--- src/rect_blit_with_key_modes_assert.svh ---
// assertion macros for the rectangle blitter
`ifndef RECT_BLIT_WITH_KEY_MODES_ASSERT_SVH
`define RECT_BLIT_WITH_KEY_MODES_ASSERT_SVH

`ifndef ASSERT_OFF

// antecedent implies consequent in the same cycle
`define RBK_ASSERT_SAME(label, ante, cons) \
  label: assert property (@(posedge clk) disable iff (rst) (ante) |-> (cons)) \
    else $error("rbk assertion failed");

// antecedent implies consequent in the next cycle
`define RBK_ASSERT_NEXT(label, ante, cons) \
  label: assert property (@(posedge clk) disable iff (rst) (ante) |=> (cons)) \
    else $error("rbk assertion failed");

`else

`define RBK_ASSERT_SAME(label, ante, cons)
`define RBK_ASSERT_NEXT(label, ante, cons)

`endif

`endif

--- src/rbk_pkg.sv ---
// shared types and constants for the rectangle blitter
package rbk_pkg;

  localparam int unsigned LINE_PITCH = 320;

  localparam int unsigned ADDR_W     = 20;
  localparam int unsigned PIX_W      = 8;
  localparam int unsigned WIDTH_W    = 9;
  localparam int unsigned HEIGHT_W   = 8;
  localparam int unsigned CFG_INDEX_W = 3;
  localparam int unsigned CFG_DATA_W = 20;

  localparam logic [PIX_W-1:0] KEY_LIMIT = 8'd200;

  typedef enum logic [CFG_INDEX_W-1:0] {
    REG_DST_START,
    REG_SRC_START,
    REG_RECT_WIDTH,
    REG_RECT_HEIGHT,
    REG_BLIT_MODE,
    REG_WINDOW_COL,
    REG_WINDOW_ROW
  } rbk_reg_t;

  typedef enum logic [1:0] {
    MODE_COPY,
    MODE_KEY_BELOW,
    MODE_ZERO_KEY,
    MODE_WINDOW
  } rbk_mode_t;

  typedef struct packed {
    logic [ADDR_W-1:0] dst_addr;
    logic [ADDR_W-1:0] src_addr;
    logic              write_enable;
    logic [PIX_W-1:0]  write_data;
    logic              last_pixel;
  } rbk_result_t;

endpackage

--- src/rbk_if.sv ---
// valid/ready channel interfaces for pixel input and result output
interface rbk_in_if;
  logic                       valid;
  logic                       ready;
  logic [rbk_pkg::PIX_W-1:0]  src_pixel;
  logic [rbk_pkg::PIX_W-1:0]  old_dst_pixel;

  modport source (output valid, output src_pixel, output old_dst_pixel, input ready);
  modport sink   (input valid, input src_pixel, input old_dst_pixel, output ready);
endinterface

interface rbk_out_if;
  logic                       valid;
  logic                       ready;
  logic [rbk_pkg::ADDR_W-1:0] dst_addr;
  logic [rbk_pkg::ADDR_W-1:0] src_addr;
  logic                       write_enable;
  logic [rbk_pkg::PIX_W-1:0]  write_data;
  logic                       last_pixel;

  modport source (output valid, output dst_addr, output src_addr, output write_enable,
                  output write_data, output last_pixel, input ready);
  modport sink   (input valid, input dst_addr, input src_addr, input write_enable,
                  input write_data, input last_pixel, output ready);
endinterface

--- src/rect_blit_with_key_modes.sv ---
// rectangle blitter top level: address walk, key decision and output skid buffer
//
// Usage: program the seven registers through cfg_write/cfg_index/cfg_data while
// the block is idle; any write restarts the walk at the first pixel. Index 7 is
// ignored. For each pixel the caller fetches the source and destination bytes
// and presents them on pixel_in; result_out returns the destination and source
// addresses of that pixel, the write decision, the byte to write and a flag on
// the last pixel of the rectangle. After the last pixel the walk starts over.
// Results are registered in the output register, or the skid register on a stall.
// Throughput: one pixel per cycle while the receiver takes results, set by the
// single registered pass from the pixel state to the result register.
// Reset clears the registers to dst 0, src 0, 1x1 rectangle, copy mode, and
// puts the walk at the first pixel.
// When the receiver stalls, one more input transaction is taken into a skid
// register; pixel_in.ready then drops until the skid entry has moved out.
`include "rect_blit_with_key_modes_assert.svh"

module rect_blit_with_key_modes (
  input  logic                            clk,
  input  logic                            rst,
  input  logic                            cfg_write,
  input  logic [rbk_pkg::CFG_INDEX_W-1:0] cfg_index,
  input  logic [rbk_pkg::CFG_DATA_W-1:0]  cfg_data,
  rbk_in_if.sink                          pixel_in,
  rbk_out_if.source                       result_out
);

  localparam int unsigned AW = rbk_pkg::ADDR_W;
  localparam int unsigned WW = rbk_pkg::WIDTH_W;
  localparam int unsigned HW = rbk_pkg::HEIGHT_W;

  // configuration registers
  logic [AW-1:0]      dst_start, dst_start_next;
  logic [AW-1:0]      src_start, src_start_next;
  logic [WW-1:0]      rect_width, rect_width_next;
  logic [HW-1:0]      rect_height, rect_height_next;
  rbk_pkg::rbk_mode_t blit_mode, blit_mode_next;
  logic [WW-1:0]      window_col, window_col_next;
  logic [HW-1:0]      window_row, window_row_next;
  logic               cfg_hit;

  // walk state
  logic [WW-1:0] column_count;
  logic [HW-1:0] row_count;
  logic [AW-1:0] dst_pointer;
  logic [AW-1:0] src_pointer;

  logic [AW-1:0] restart_src;
  logic [AW-1:0] window_offset;
  logic [WW-1:0] eff_width;
  logic [HW-1:0] eff_height;
  logic [AW-1:0] row_skip;
  logic          row_end;
  logic          rect_end;
  logic          in_acc;
  logic          out_free;

  rbk_pkg::rbk_result_t result_new;
  rbk_pkg::rbk_result_t out_reg;
  rbk_pkg::rbk_result_t skid;
  logic                 out_valid;
  logic                 skid_valid;

  always_comb begin
    dst_start_next   = dst_start;
    src_start_next   = src_start;
    rect_width_next  = rect_width;
    rect_height_next = rect_height;
    blit_mode_next   = blit_mode;
    window_col_next  = window_col;
    window_row_next  = window_row;
    cfg_hit          = 1'b0;
    if (cfg_write) begin
      cfg_hit = 1'b1;
      case (cfg_index)
        rbk_pkg::REG_DST_START:   dst_start_next   = cfg_data[AW-1:0];
        rbk_pkg::REG_SRC_START:   src_start_next   = cfg_data[AW-1:0];
        rbk_pkg::REG_RECT_WIDTH:  rect_width_next  = cfg_data[WW-1:0];
        rbk_pkg::REG_RECT_HEIGHT: rect_height_next = cfg_data[HW-1:0];
        rbk_pkg::REG_BLIT_MODE:   blit_mode_next   = rbk_pkg::rbk_mode_t'(cfg_data[1:0]);
        rbk_pkg::REG_WINDOW_COL:  window_col_next  = cfg_data[WW-1:0];
        rbk_pkg::REG_WINDOW_ROW:  window_row_next  = cfg_data[HW-1:0];
        default:                  cfg_hit          = 1'b0;
      endcase
    end
  end

  // source start of the walk, offset into the window in windowed mode
  always_comb begin
    window_offset = AW'(AW'(window_row_next) * AW'(rbk_pkg::LINE_PITCH))
                  + AW'(window_col_next);
    restart_src   = src_start_next;
    if (blit_mode_next == rbk_pkg::MODE_WINDOW) begin
      restart_src = src_start_next + window_offset;
    end
  end

  always_comb begin
    eff_width  = (rect_width == '0) ? WW'(1) : rect_width;
    eff_height = (rect_height == '0) ? HW'(1) : rect_height;
    row_skip   = AW'(rbk_pkg::LINE_PITCH) - AW'(eff_width);
    row_end    = ({1'b0, column_count} + (WW+1)'(1)) >= {1'b0, eff_width};
    rect_end   = row_end && (({1'b0, row_count} + (HW+1)'(1)) >= {1'b0, eff_height});
  end

  // result of the current pixel
  always_comb begin
    result_new.dst_addr     = dst_pointer;
    result_new.src_addr     = src_pointer;
    result_new.write_data   = pixel_in.src_pixel;
    result_new.last_pixel   = rect_end;
    case (blit_mode)
      rbk_pkg::MODE_KEY_BELOW: result_new.write_enable = pixel_in.old_dst_pixel < rbk_pkg::KEY_LIMIT;
      rbk_pkg::MODE_ZERO_KEY:  result_new.write_enable = pixel_in.src_pixel != '0;
      default:                 result_new.write_enable = 1'b1;
    endcase
  end

  assign pixel_in.ready = !skid_valid;
  assign in_acc         = pixel_in.valid && !skid_valid;
  assign out_free       = !out_valid || result_out.ready;

  always_ff @(posedge clk) begin
    if (rst) begin
      dst_start    <= '0;
      src_start    <= '0;
      rect_width   <= WW'(1);
      rect_height  <= HW'(1);
      blit_mode    <= rbk_pkg::MODE_COPY;
      window_col   <= '0;
      window_row   <= '0;
      column_count <= '0;
      row_count    <= '0;
      dst_pointer  <= '0;
      src_pointer  <= '0;
    end else begin
      dst_start   <= dst_start_next;
      src_start   <= src_start_next;
      rect_width  <= rect_width_next;
      rect_height <= rect_height_next;
      blit_mode   <= blit_mode_next;
      window_col  <= window_col_next;
      window_row  <= window_row_next;
      if (cfg_hit || (in_acc && rect_end)) begin
        column_count <= '0;
        row_count    <= '0;
        dst_pointer  <= dst_start_next;
        src_pointer  <= restart_src;
      end else if (in_acc) begin
        if (row_end) begin
          column_count <= '0;
          row_count    <= row_count + HW'(1);
          dst_pointer  <= dst_pointer + AW'(1) + row_skip;
          if (blit_mode == rbk_pkg::MODE_WINDOW) begin
            src_pointer <= src_pointer + AW'(1) + row_skip;
          end else begin
            src_pointer <= src_pointer + AW'(1);
          end
        end else begin
          column_count <= column_count + WW'(1);
          dst_pointer  <= dst_pointer + AW'(1);
          src_pointer  <= src_pointer + AW'(1);
        end
      end
    end
  end

  // output register with one skid entry behind it
  always_ff @(posedge clk) begin
    if (rst) begin
      out_valid  <= 1'b0;
      skid_valid <= 1'b0;
    end else if (out_free) begin
      if (skid_valid) begin
        out_valid  <= 1'b1;
        skid_valid <= 1'b0;
      end else begin
        out_valid <= in_acc;
      end
    end else if (in_acc) begin
      skid_valid <= 1'b1;
    end
  end

  always_ff @(posedge clk) begin
    if (out_free) begin
      if (skid_valid) begin
        out_reg <= skid;
      end else if (in_acc) begin
        out_reg <= result_new;
      end
    end else if (in_acc) begin
      skid <= result_new;
    end
  end

  assign result_out.valid        = out_valid;
  assign result_out.dst_addr     = out_reg.dst_addr;
  assign result_out.src_addr     = out_reg.src_addr;
  assign result_out.write_enable = out_reg.write_enable;
  assign result_out.write_data   = out_reg.write_data;
  assign result_out.last_pixel   = out_reg.last_pixel;

  `RBK_ASSERT_SAME(a_skid_behind_out, skid_valid, out_valid)
  `RBK_ASSERT_NEXT(a_stall_fills_skid, in_acc && out_valid && !result_out.ready, skid_valid)
  `RBK_ASSERT_SAME(a_column_in_range, 1'b1, {1'b0, column_count} < {1'b0, eff_width})
  `RBK_ASSERT_NEXT(a_last_restarts, in_acc && rect_end && !cfg_write,
                   column_count == '0 && row_count == '0 && dst_pointer == dst_start)

endmodule
--- src/flat_wrapper.sv ---
// flat-port wrapper written by rule: the top's interface ports become plain ports
module rect_blit_with_key_modes_flat 
  (clk, rst, cfg_write, cfg_index, cfg_data, pixel_in_valid, pixel_in_src_pixel, pixel_in_old_dst_pixel, pixel_in_ready, result_out_valid, result_out_dst_addr, result_out_src_addr, result_out_write_enable, result_out_write_data, result_out_last_pixel, result_out_ready);
  rbk_in_if pixel_in_i ();
  rbk_out_if result_out_i ();
  input  logic clk;
  input  logic rst;
  input  logic cfg_write;
  input  logic [rbk_pkg::CFG_INDEX_W-1:0] cfg_index;
  input  logic [rbk_pkg::CFG_DATA_W-1:0] cfg_data;
  input wire logic [$bits(pixel_in_i.valid)-1:0] pixel_in_valid;
  input wire logic [$bits(pixel_in_i.src_pixel)-1:0] pixel_in_src_pixel;
  input wire logic [$bits(pixel_in_i.old_dst_pixel)-1:0] pixel_in_old_dst_pixel;
  output wire logic [$bits(pixel_in_i.ready)-1:0] pixel_in_ready;
  output wire logic [$bits(result_out_i.valid)-1:0] result_out_valid;
  output wire logic [$bits(result_out_i.dst_addr)-1:0] result_out_dst_addr;
  output wire logic [$bits(result_out_i.src_addr)-1:0] result_out_src_addr;
  output wire logic [$bits(result_out_i.write_enable)-1:0] result_out_write_enable;
  output wire logic [$bits(result_out_i.write_data)-1:0] result_out_write_data;
  output wire logic [$bits(result_out_i.last_pixel)-1:0] result_out_last_pixel;
  input wire logic [$bits(result_out_i.ready)-1:0] result_out_ready;
  assign pixel_in_i.valid = pixel_in_valid;
  assign pixel_in_i.src_pixel = pixel_in_src_pixel;
  assign pixel_in_i.old_dst_pixel = pixel_in_old_dst_pixel;
  assign pixel_in_ready = pixel_in_i.ready;
  assign result_out_valid = result_out_i.valid;
  assign result_out_dst_addr = result_out_i.dst_addr;
  assign result_out_src_addr = result_out_i.src_addr;
  assign result_out_write_enable = result_out_i.write_enable;
  assign result_out_write_data = result_out_i.write_data;
  assign result_out_last_pixel = result_out_i.last_pixel;
  assign result_out_i.ready = result_out_ready;
  rect_blit_with_key_modes u_core (.clk(clk), .rst(rst), .cfg_write(cfg_write), .cfg_index(cfg_index), .cfg_data(cfg_data), .pixel_in(pixel_in_i), .result_out(result_out_i));
endmodule
--- config.mk ---
export PLATFORM = sky130hd
export DESIGN_NAME = rect_blit_with_key_modes_flat
export DESIGN_NICKNAME = d
export VERILOG_FILES = /design/src/rbk_pkg.sv /design/src/rbk_if.sv /design/src/rect_blit_with_key_modes.sv /design/src/flat_wrapper.sv
export VERILOG_INCLUDE_DIRS = /design/src /design/src/src
export SDC_FILE = /design/constraint.sdc
export NUM_CORES = 1
export LEC_CHECK = 0
export BUFFER_PORTS_ARGS = -buffer_cell sky130_fd_sc_hd__buf_2
export CAP_MARGIN = 30
export CORE_UTILIZATION = 34
export DETAILED_ROUTE_END_ITERATION = 12
export GPL_ROUTABILITY_DRIVEN = 0
export PLACE_DENSITY = 0.6
export SYNTH_ARGS = -nofsm -noshare
export SYNTH_HDL_FRONTEND = slang
export SYNTH_SLANG_ARGS = --single-unit
export TNS_END_PERCENT = 50
--- constraint.sdc ---
create_clock -name clk -period 9.6 [get_ports clk]
set_clock_uncertainty 0.2 [all_clocks]
set_input_delay 2.88 -clock clk [delete_from_list [all_inputs] [get_ports clk]]
set_output_delay 2.88 -clock clk [all_outputs]
set_load 0.05 [all_outputs]
==> summary.md, run 1 <==
| Metric | Value |
|---|---|
| Clock slew at reported path FFs | 0.06 ns |
| Post-synth EDFFs | 100 |
| Post-CTS Setup Repair Bufs | 0 |
| Final net count | 1,695 |
| Initial antenna violation count | 2 |
| Initial Util | 34.6% |
| Async set or reset register ratio after synthesis | 0% |
| Slew Viols, Final | 0 |
| Total CTS buffers | 26 |
| Die H | 206 um |
| DR pass1 iterations | 5 |
| Clock power frac | 38.0% |
| FP Rows | 74 |
| Cell area after synthesis | 14,100 um^2 |
| Setup TNS | 0 ns |
| Die area | 42,400 um^2 |
| Clk_lat worst skew | 0.55 ns |
| Syn Inst Count | 1,481 |
| DR WL/cell | 17.2 um |
| Area Overhead vs Synth | 12.9% |
| Global Route Usage Sum | 16.9% |
| Fill cells | 4,077 |
| Chip Width | 206 um |
| Top_reg_cell synth | dfxtp_1 |
| First-pass GRT wire length | 57,000 um |
| Power Dens Cells | 165 nW/um^2 |
| Final hold vios | 0 |
| Max Buffers Root-to-Sink | 3 |
| Final period demand of the worst path | 7.72 ns |
| Hold WC Path Type | reg -> reg |
| Sequential share of power | 43.2% |
| Final Total Pwr | 2640 uW |
| Critical Path Start | cfg_index[0] |
| Crit path DAT | 7.98 ns |
| Crit Reg-Reg Startpoint | u_core.rect_width[0] |
| Number of clock sinks seen by CTS | 235 |
| Kind of critical path | in -> reg |
| R2R Path End | u_core.dst_pointer[15] |
| Status | complete, no violations |
| Dominant cells by area after synthesis | edfxtp_1, dfxtp_1, ha_1 |
| Peak VDD IR | 0.118 mV |
| Cell count of the worst reg-to-reg path | 15 |
| Relative slew slack | 35.0% |
| Hpwl dp | 26,500 um |
| Final wirelength | 36,300 um |
| Least-Margin Pin Slew | 0.968 ns |
| Critical Path RT | 9.87 ns |
| Highest Clock Rate | 0.130 GHz |
| Maximum number of pins on one net before global-route repair | 80 |
| Synth Warn # | 0 |
| CTS tree | done |
| Pre-CTS WS | 1.31 ns |
| Initial drt markers | 717 |
| Lkg Pwr | 0.00648 uW |
| PortBufs | 92 |
| Combinational Power Share | 18.8% |
| Final std cells w/o fill | 2,104 |
| Yosys top cell area share | 21.2% |
| R2R setup slack | 4.66 ns |
| Worst Slack Setup Final | 1.88 ns |
| Setup crit end | u_core.src_pointer[19] |
| Largest fanout on the critical path | 10 |
| I/O pin total | 96 |
| Cts hold-fix bufs | 0 |
| #FFs+latches synth | 235 |
| Total congestion overflow | 0 |
| Netlist cell types | 81 |
| Clk root buf | clkbuf_16 |
| Seq/Total Area, Yosys | 40.3% |
| Routed Antenna Nets | 0 |
| DR vias | 11.1k |
| Max H-tree Level | 1 |
| Worst setup SP type | input port |
| Via/cell ratio | 5.27 |
| Sw frac | 29.4% |
| Placeable Area | 40,900 um^2 |
| Commonest non-fill, non-tap cell in the layout | nand2_1 |
| N_diodes | 0 |
| PostCTS Resize Cnt | 0 |
| Unrepaired setup endpoints after global routing | false |
| Endpoints failing setup | 0 |
| Crit. End Element | flip-flop |
| Placed Cells incl. Taps | 2,057 |
| Drt drc | 0 |
| Crit share post-route | 80.4% |
| Vias in the first global route | 10.6k |
| Syn Area/Cell | 9.55 um^2 |
| Most frequent cells in the layout | nand2_1, dfxtp_1, nor2_1 |
| Syn Nets | 1,623 |
| Leading area contributor after synthesis | edfxtp_1 |
| Fraction of layout cells with a size suffix above 1 | 15.5% |
| Max Cap Viol | 0 |
| P_int | 1860 uW |
| NetSw | 776 uW |
flip-flops by register name, summed over array words and instances (netlist names), 9 cells and up:
register	count
u_core.src_start	20
u_core.result_out.src_addr	20
u_core.dst_pointer	20
u_core.rect_width	9
u_core.result_out.dst_addr	20
u_core.src_pointer	20
u_core.dst_start	20
u_core.skid	50
u_core.column_count	9
u_core.window_col	9
critical path, cell delays in order:
cell and delay [ns]:
buf_2 0.16, nand4b_1 0.51, mux2_2 0.51, ha_1 0.30
ha_1 0.23, fa_1 0.40, a21oi_1 0.17, nor2_1 0.06
nor2_1 0.16, o21bai_1 0.08, a21oi_1 0.17, xnor2_1 0.17
o22ai_1 0.12, a221o_1 0.39, ha_1 0.35, a21o_1 0.19
a21oi_1 0.20, nor3_1 0.08, a31oi_1 0.23, xor2_1 0.27
o221ai_1 0.16, nor3b_1 0.20
cells by family (layout without fill, tap and decap cells):
logic type      after synthesis  in the layout  share of synthesized area, %
fa+ha+maj                    98             98                          8.93
mux                         120            120                          9.05
flops                       235            235                          40.3
xor+xnor                    118            118                          7.30
buf+inv                     128            219                          3.75
simple gates                476            476                          15.9
other cells                   1              1                        0.0265
compound gates              305            305                          14.7
layout make-up:
type	count	area, um^2	share of cell area (%)
Multi-Input combinational cell	1118	7940	49.7
Timing Repair Buffer	106	566	3.54
Inverter	66	248	1.55
Sequential cell	235	5710	35.7
Clock buffer	33	729	4.57
Clock inverter	14	120	0.752
Tap cell	532	666	4.17
cells in the mapped netlist, types with 4 or more instances:
cell,count
a311oi_1,4
o31ai_1,5
o21bai_1,4
and2_1,24
nand2_1,148
a211o_1,4
xor2_1,38
nand3_1,57
nor2_1,122
fa_1,5
o211ai_1,22
a221oi_1,5
or2_2,8
mux2_2,64
nor3_1,24
dfxtp_1,135
clkbuf_1,40
buf_1,4
a21o_1,27
mux2i_1,56
o21ai_0,27
nand4_1,11
xnor2_1,80
o211a_1,4
o21a_1,11
nor4_1,8
inv_1,65
nand2b_1,11
a221o_1,5
a21oi_1,103
and3_1,17
and4_1,5
buf_4,6
a211oi_1,19
or3_1,10
buf_2,10
a31oi_1,8
nor3b_1,5
a311o_1,5
ha_1,93
edfxtp_1,100
nor2b_1,13
o21ai_1,15
through the flow:
stage	cell area, um^2	hold slack, ns	util, %
after global routing	16000	0.244	39.0
after floorplan	14100	0.203	-
after detailed placement	15100	0.224	37.0
after CTS	16000	0.240	39.0
after global placement	15100	0.214	37.0
final	16000	0.244	39.0
worst min path at each step:
stage	startpoint	end	slack (ns)	depth (start not counted)
floorplan	u_core.src_pointer[5]	u_core.skid[15]	0.20	0
global placement	u_core.src_pointer[9]	u_core.skid[19]	0.21	0
detailed placement	u_core.src_pointer[9]	u_core.skid[19]	0.22	0
CTS	u_core.src_pointer[9]	u_core.skid[19]	0.24	0
global route	u_core.src_pointer[9]	u_core.skid[19]	0.24	0
finish	u_core.src_pointer[9]	u_core.skid[19]	0.24	0
power by group through the flow:
stage | combinational, uW | sequential [uW] | clock (uW)
finish | 496 | 1140 | 1000
global route | 542 | 1150 | 1060
CTS | 495 | 1140 | 1020
detailed placement | 493 | 1160 | 0
global placement | 486 | 1160 | 0
floorplan | 309 | 1220 | 0
routing by layer:
layer,track usage (%),share of wire [%],up-vias
met5,0,0.063,-
met4,3.89,1.7,4
met3,2.25,5.1,48
met2,28.2,46,272
met1,23.2,47,5285
li1,-,-,5488
Note: power is estimated with default switching activity, not from simulation.
==> run 2, diff against run 1 <==
==> constraint.sdc (replaced) <==
create_clock -name clk -period 7.5 [get_ports clk]
set_clock_uncertainty 0.2 [all_clocks]
set_input_delay 2.25 -clock clk [delete_from_list [all_inputs] [get_ports clk]]
set_output_delay 2.25 -clock clk [all_outputs]
set_load 0.05 [all_outputs]
==> run 2 against run 1 <==
Register-to-register slack worse by 2.2 ns. Sequential power increased by 28%. Total power up 35%. Sequential share of layout area fell by 0.49 points. Global-route usage is 0.53 points higher. Critical path depth stayed put. Critical path type unchanged. Highest routed layer is now met4.
==> summary.md, run 2 (synthesis gave the netlist of run 1 again) <==
| Metric | Value |
|---|---|
| DR pass1 iterations | 5 |
| Least-Margin Pin Slew | 1.01 ns |
| Crit share post-route | 89.9% |
| P_int | 2530 uW |
| Kind of critical path | in -> reg |
| PostCTS Resize Cnt | 0 |
| Total CTS buffers | 28 |
| Worst setup SP type | input port |
| Total congestion overflow | 0 |
| Slew Viols, Final | 0 |
| Clk_lat worst skew | 0.55 ns |
| Met1 Track Usage GR | 24.1% |
| Relative slew slack | 31.9% |
| Initial antenna violation count | 0 |
| Setup TNS | 0 ns |
| Via/cell ratio | 5.28 |
| Worst path buffer plus inverter count | 1 |
| Cell count of the worst reg-to-reg path | 15 |
| Met3 usage | 2.25% |
| CP Cell Sequence | buf_2, nand4b_1, mux2_2, ha_1, ha_1, fa_1, a21oi_1, nor2_1, nor2_1, o21bai_1, a21oi_1, xnor2_1, o22ai_1, a221o_1, ha_1, a21o_1, a21oi_1, nor3_1, a31oi_1, xor2_1, o221ai_1, nor3b_1 |
| Fraction of layout cells with a size suffix above 1 | 16.2% |
| Biggest register | u_core.skid |
| Global Route Usage Sum | 17.5% |
| Crit. End Element | flip-flop |
| Sw frac | 28.7% |
| Max reg flops | 50 |
| FP Rows | 74 |
| Initial Util | 34.6% |
| Initial drt markers | 789 |
| Final period demand of the worst path | 6.74 ns |
| Gr busiest metal | met2 |
| Area Overhead vs Synth | 14.4% |
| Crit path DAT | 7.00 ns |
| PortBufs | 92 |
| Clock power frac | 41.0% |
| Hpwl dp | 26,800 um |
| Status | complete, no violations |
| Endpoints failing setup | 0 |
| WHS Path Cells | 0 |
| Lkg Pwr | 0.00658 uW |
| Combinational Power Share | 17.9% |
| Final wirelength | 37,100 um |
| Die H | 206 um |
| Final hold vios | 0 |
| Drt drc | 0 |
| Vias in the first global route | 10.8k |
| Number of clock sinks seen by CTS | 235 |
| WP depth | 22 |
| Maximum number of pins on one net before global-route repair | 85 |
| Hold WC Path Type | reg -> reg |
| Largest fanout on the critical path | 10 |
| Power Dens Cells | 219 nW/um^2 |
| Chip Width | 206 um |
| Pre-CTS WS | 0.267 ns |
| Max Buffers Root-to-Sink | 3 |
| Clock slew at reported path FFs | 0.06 ns |
| I/O pin total | 96 |
| Peak VDD IR | 0.147 mV |
| Highest Clock Rate | 0.148 GHz |
| Max H-tree Level | 1 |
| Worst Slack Setup Final | 0.759 ns |
| N_diodes | 0 |
| Die area | 42,400 um^2 |
| Placeable Area | 40,900 um^2 |
| Unrepaired setup endpoints after global routing | false |
| CTS tree | done |
| First-pass GRT wire length | 58,800 um |
| Clk root buf | clkbuf_16 |
| Most frequent cells in the layout | nand2_1, dfxtp_1, nor2_1 |
| Post-CTS Setup Repair Bufs | 0 |
| DR vias | 11.2k |
| Max Cap Viol | 0 |
| DR WL/cell | 17.5 um |
| Critical Path RT | 7.76 ns |
| Commonest non-fill, non-tap cell in the layout | nand2_1 |
| NetSw | 1020 uW |
| Final net count | 1,707 |
| Met2 usage | 28.5% |
| Delay-heaviest family, CP | compound AO/OA/AOI/OAI gates |
| Slowest cell on crit path | mux2_2 |
| Cts hold-fix bufs | 0 |
| CP max stage delay | 0.40 ns |
| Sequential share of power | 41.1% |
| Routed Antenna Nets | 0 |
==> run 2: cell types whose count changed in the layout (fill, tap and decap cells not counted), sizes merged <==
cell / before / now
inv: 65 / 66
clkbuf: 33 / 39
clkinvlp: 1 / 4
buf: 106 / 116
clkinv: 12 / 5
bufinv: 2 / 4
==> run 2: routing by layer <==
| metal | wire [um] | vias up |
|---|---|---|
| met3 | 2140 | 55 |
| li1 | - | 5502 |
| met4 | 795 | 0 |
| met5 | 0 | - |
| met2 | 16600 | 295 |
| met1 | 17500 | 5336 |
==> run 2: area by class of cell <==
type                    count  area, um^2
clock inverters            13         173
repair buffers            116         641
well taps                 532         666
clock buffers              39         825
fillers                  4077       24700
flip-flops and latches    235        5710
inverters                  66         248
multi-input cells        1118        7940
==> run 2: metrics by stage <==
step / util (%) / total power [uW] / area [um^2] / hold slack (ns) / std cells
floorplan: - / 1950 / 14100 / 0.203 / 1481
global placement: 37.1 / 2110 / 15200 / 0.214 / 2067
detailed placement: 37.1 / 2120 / 15200 / 0.224 / 2067
CTS: 39.6 / 3590 / 16200 / 0.240 / 2119
global route: 39.6 / 3710 / 16200 / 0.259 / 2119
finish: 39.6 / 3550 / 16200 / 0.245 / 2119
==> run 2: worst reg2reg max path, stage by stage (launching register included) <==
cell and delay (ns):
dfxtp_1 0.38, or3_1 0.37, nor2_1 0.14, a21oi_1 0.12, o21ai_1 0.66, inv_1 0.64
ha_1 0.45, nor2_1 0.13, o211ai_1 0.10, a311oi_1 0.41, nor2_1 0.16, a311o_1 0.39
a21oi_1 0.19, xor2_1 0.16, a21oi_1 0.10, a221o_1 0.31
==> run 2: final timing paths <==
kind                                       startpoint                endpoint  slack (ns)
worst max register to register   u_core.rect_width[2]  u_core.dst_pointer[15]        2.46
worst max-delay path                     cfg_index[0]  u_core.src_pointer[19]        0.76
worst min register to register  u_core.src_pointer[9]         u_core.skid[19]        0.25
worst min-delay path            u_core.src_pointer[9]         u_core.skid[19]        0.25
==> run 2: power by group through the flow <==
stage / Clock, uW / Combinational (uW) / Sequential [uW]
after global placement: 0 / 626 / 1490
final: 1460 / 636 / 1460
after global routing: 1540 / 699 / 1470
after CTS: 1490 / 637 / 1460
after floorplan: 0 / 395 / 1560
after detailed placement: 0 / 633 / 1490
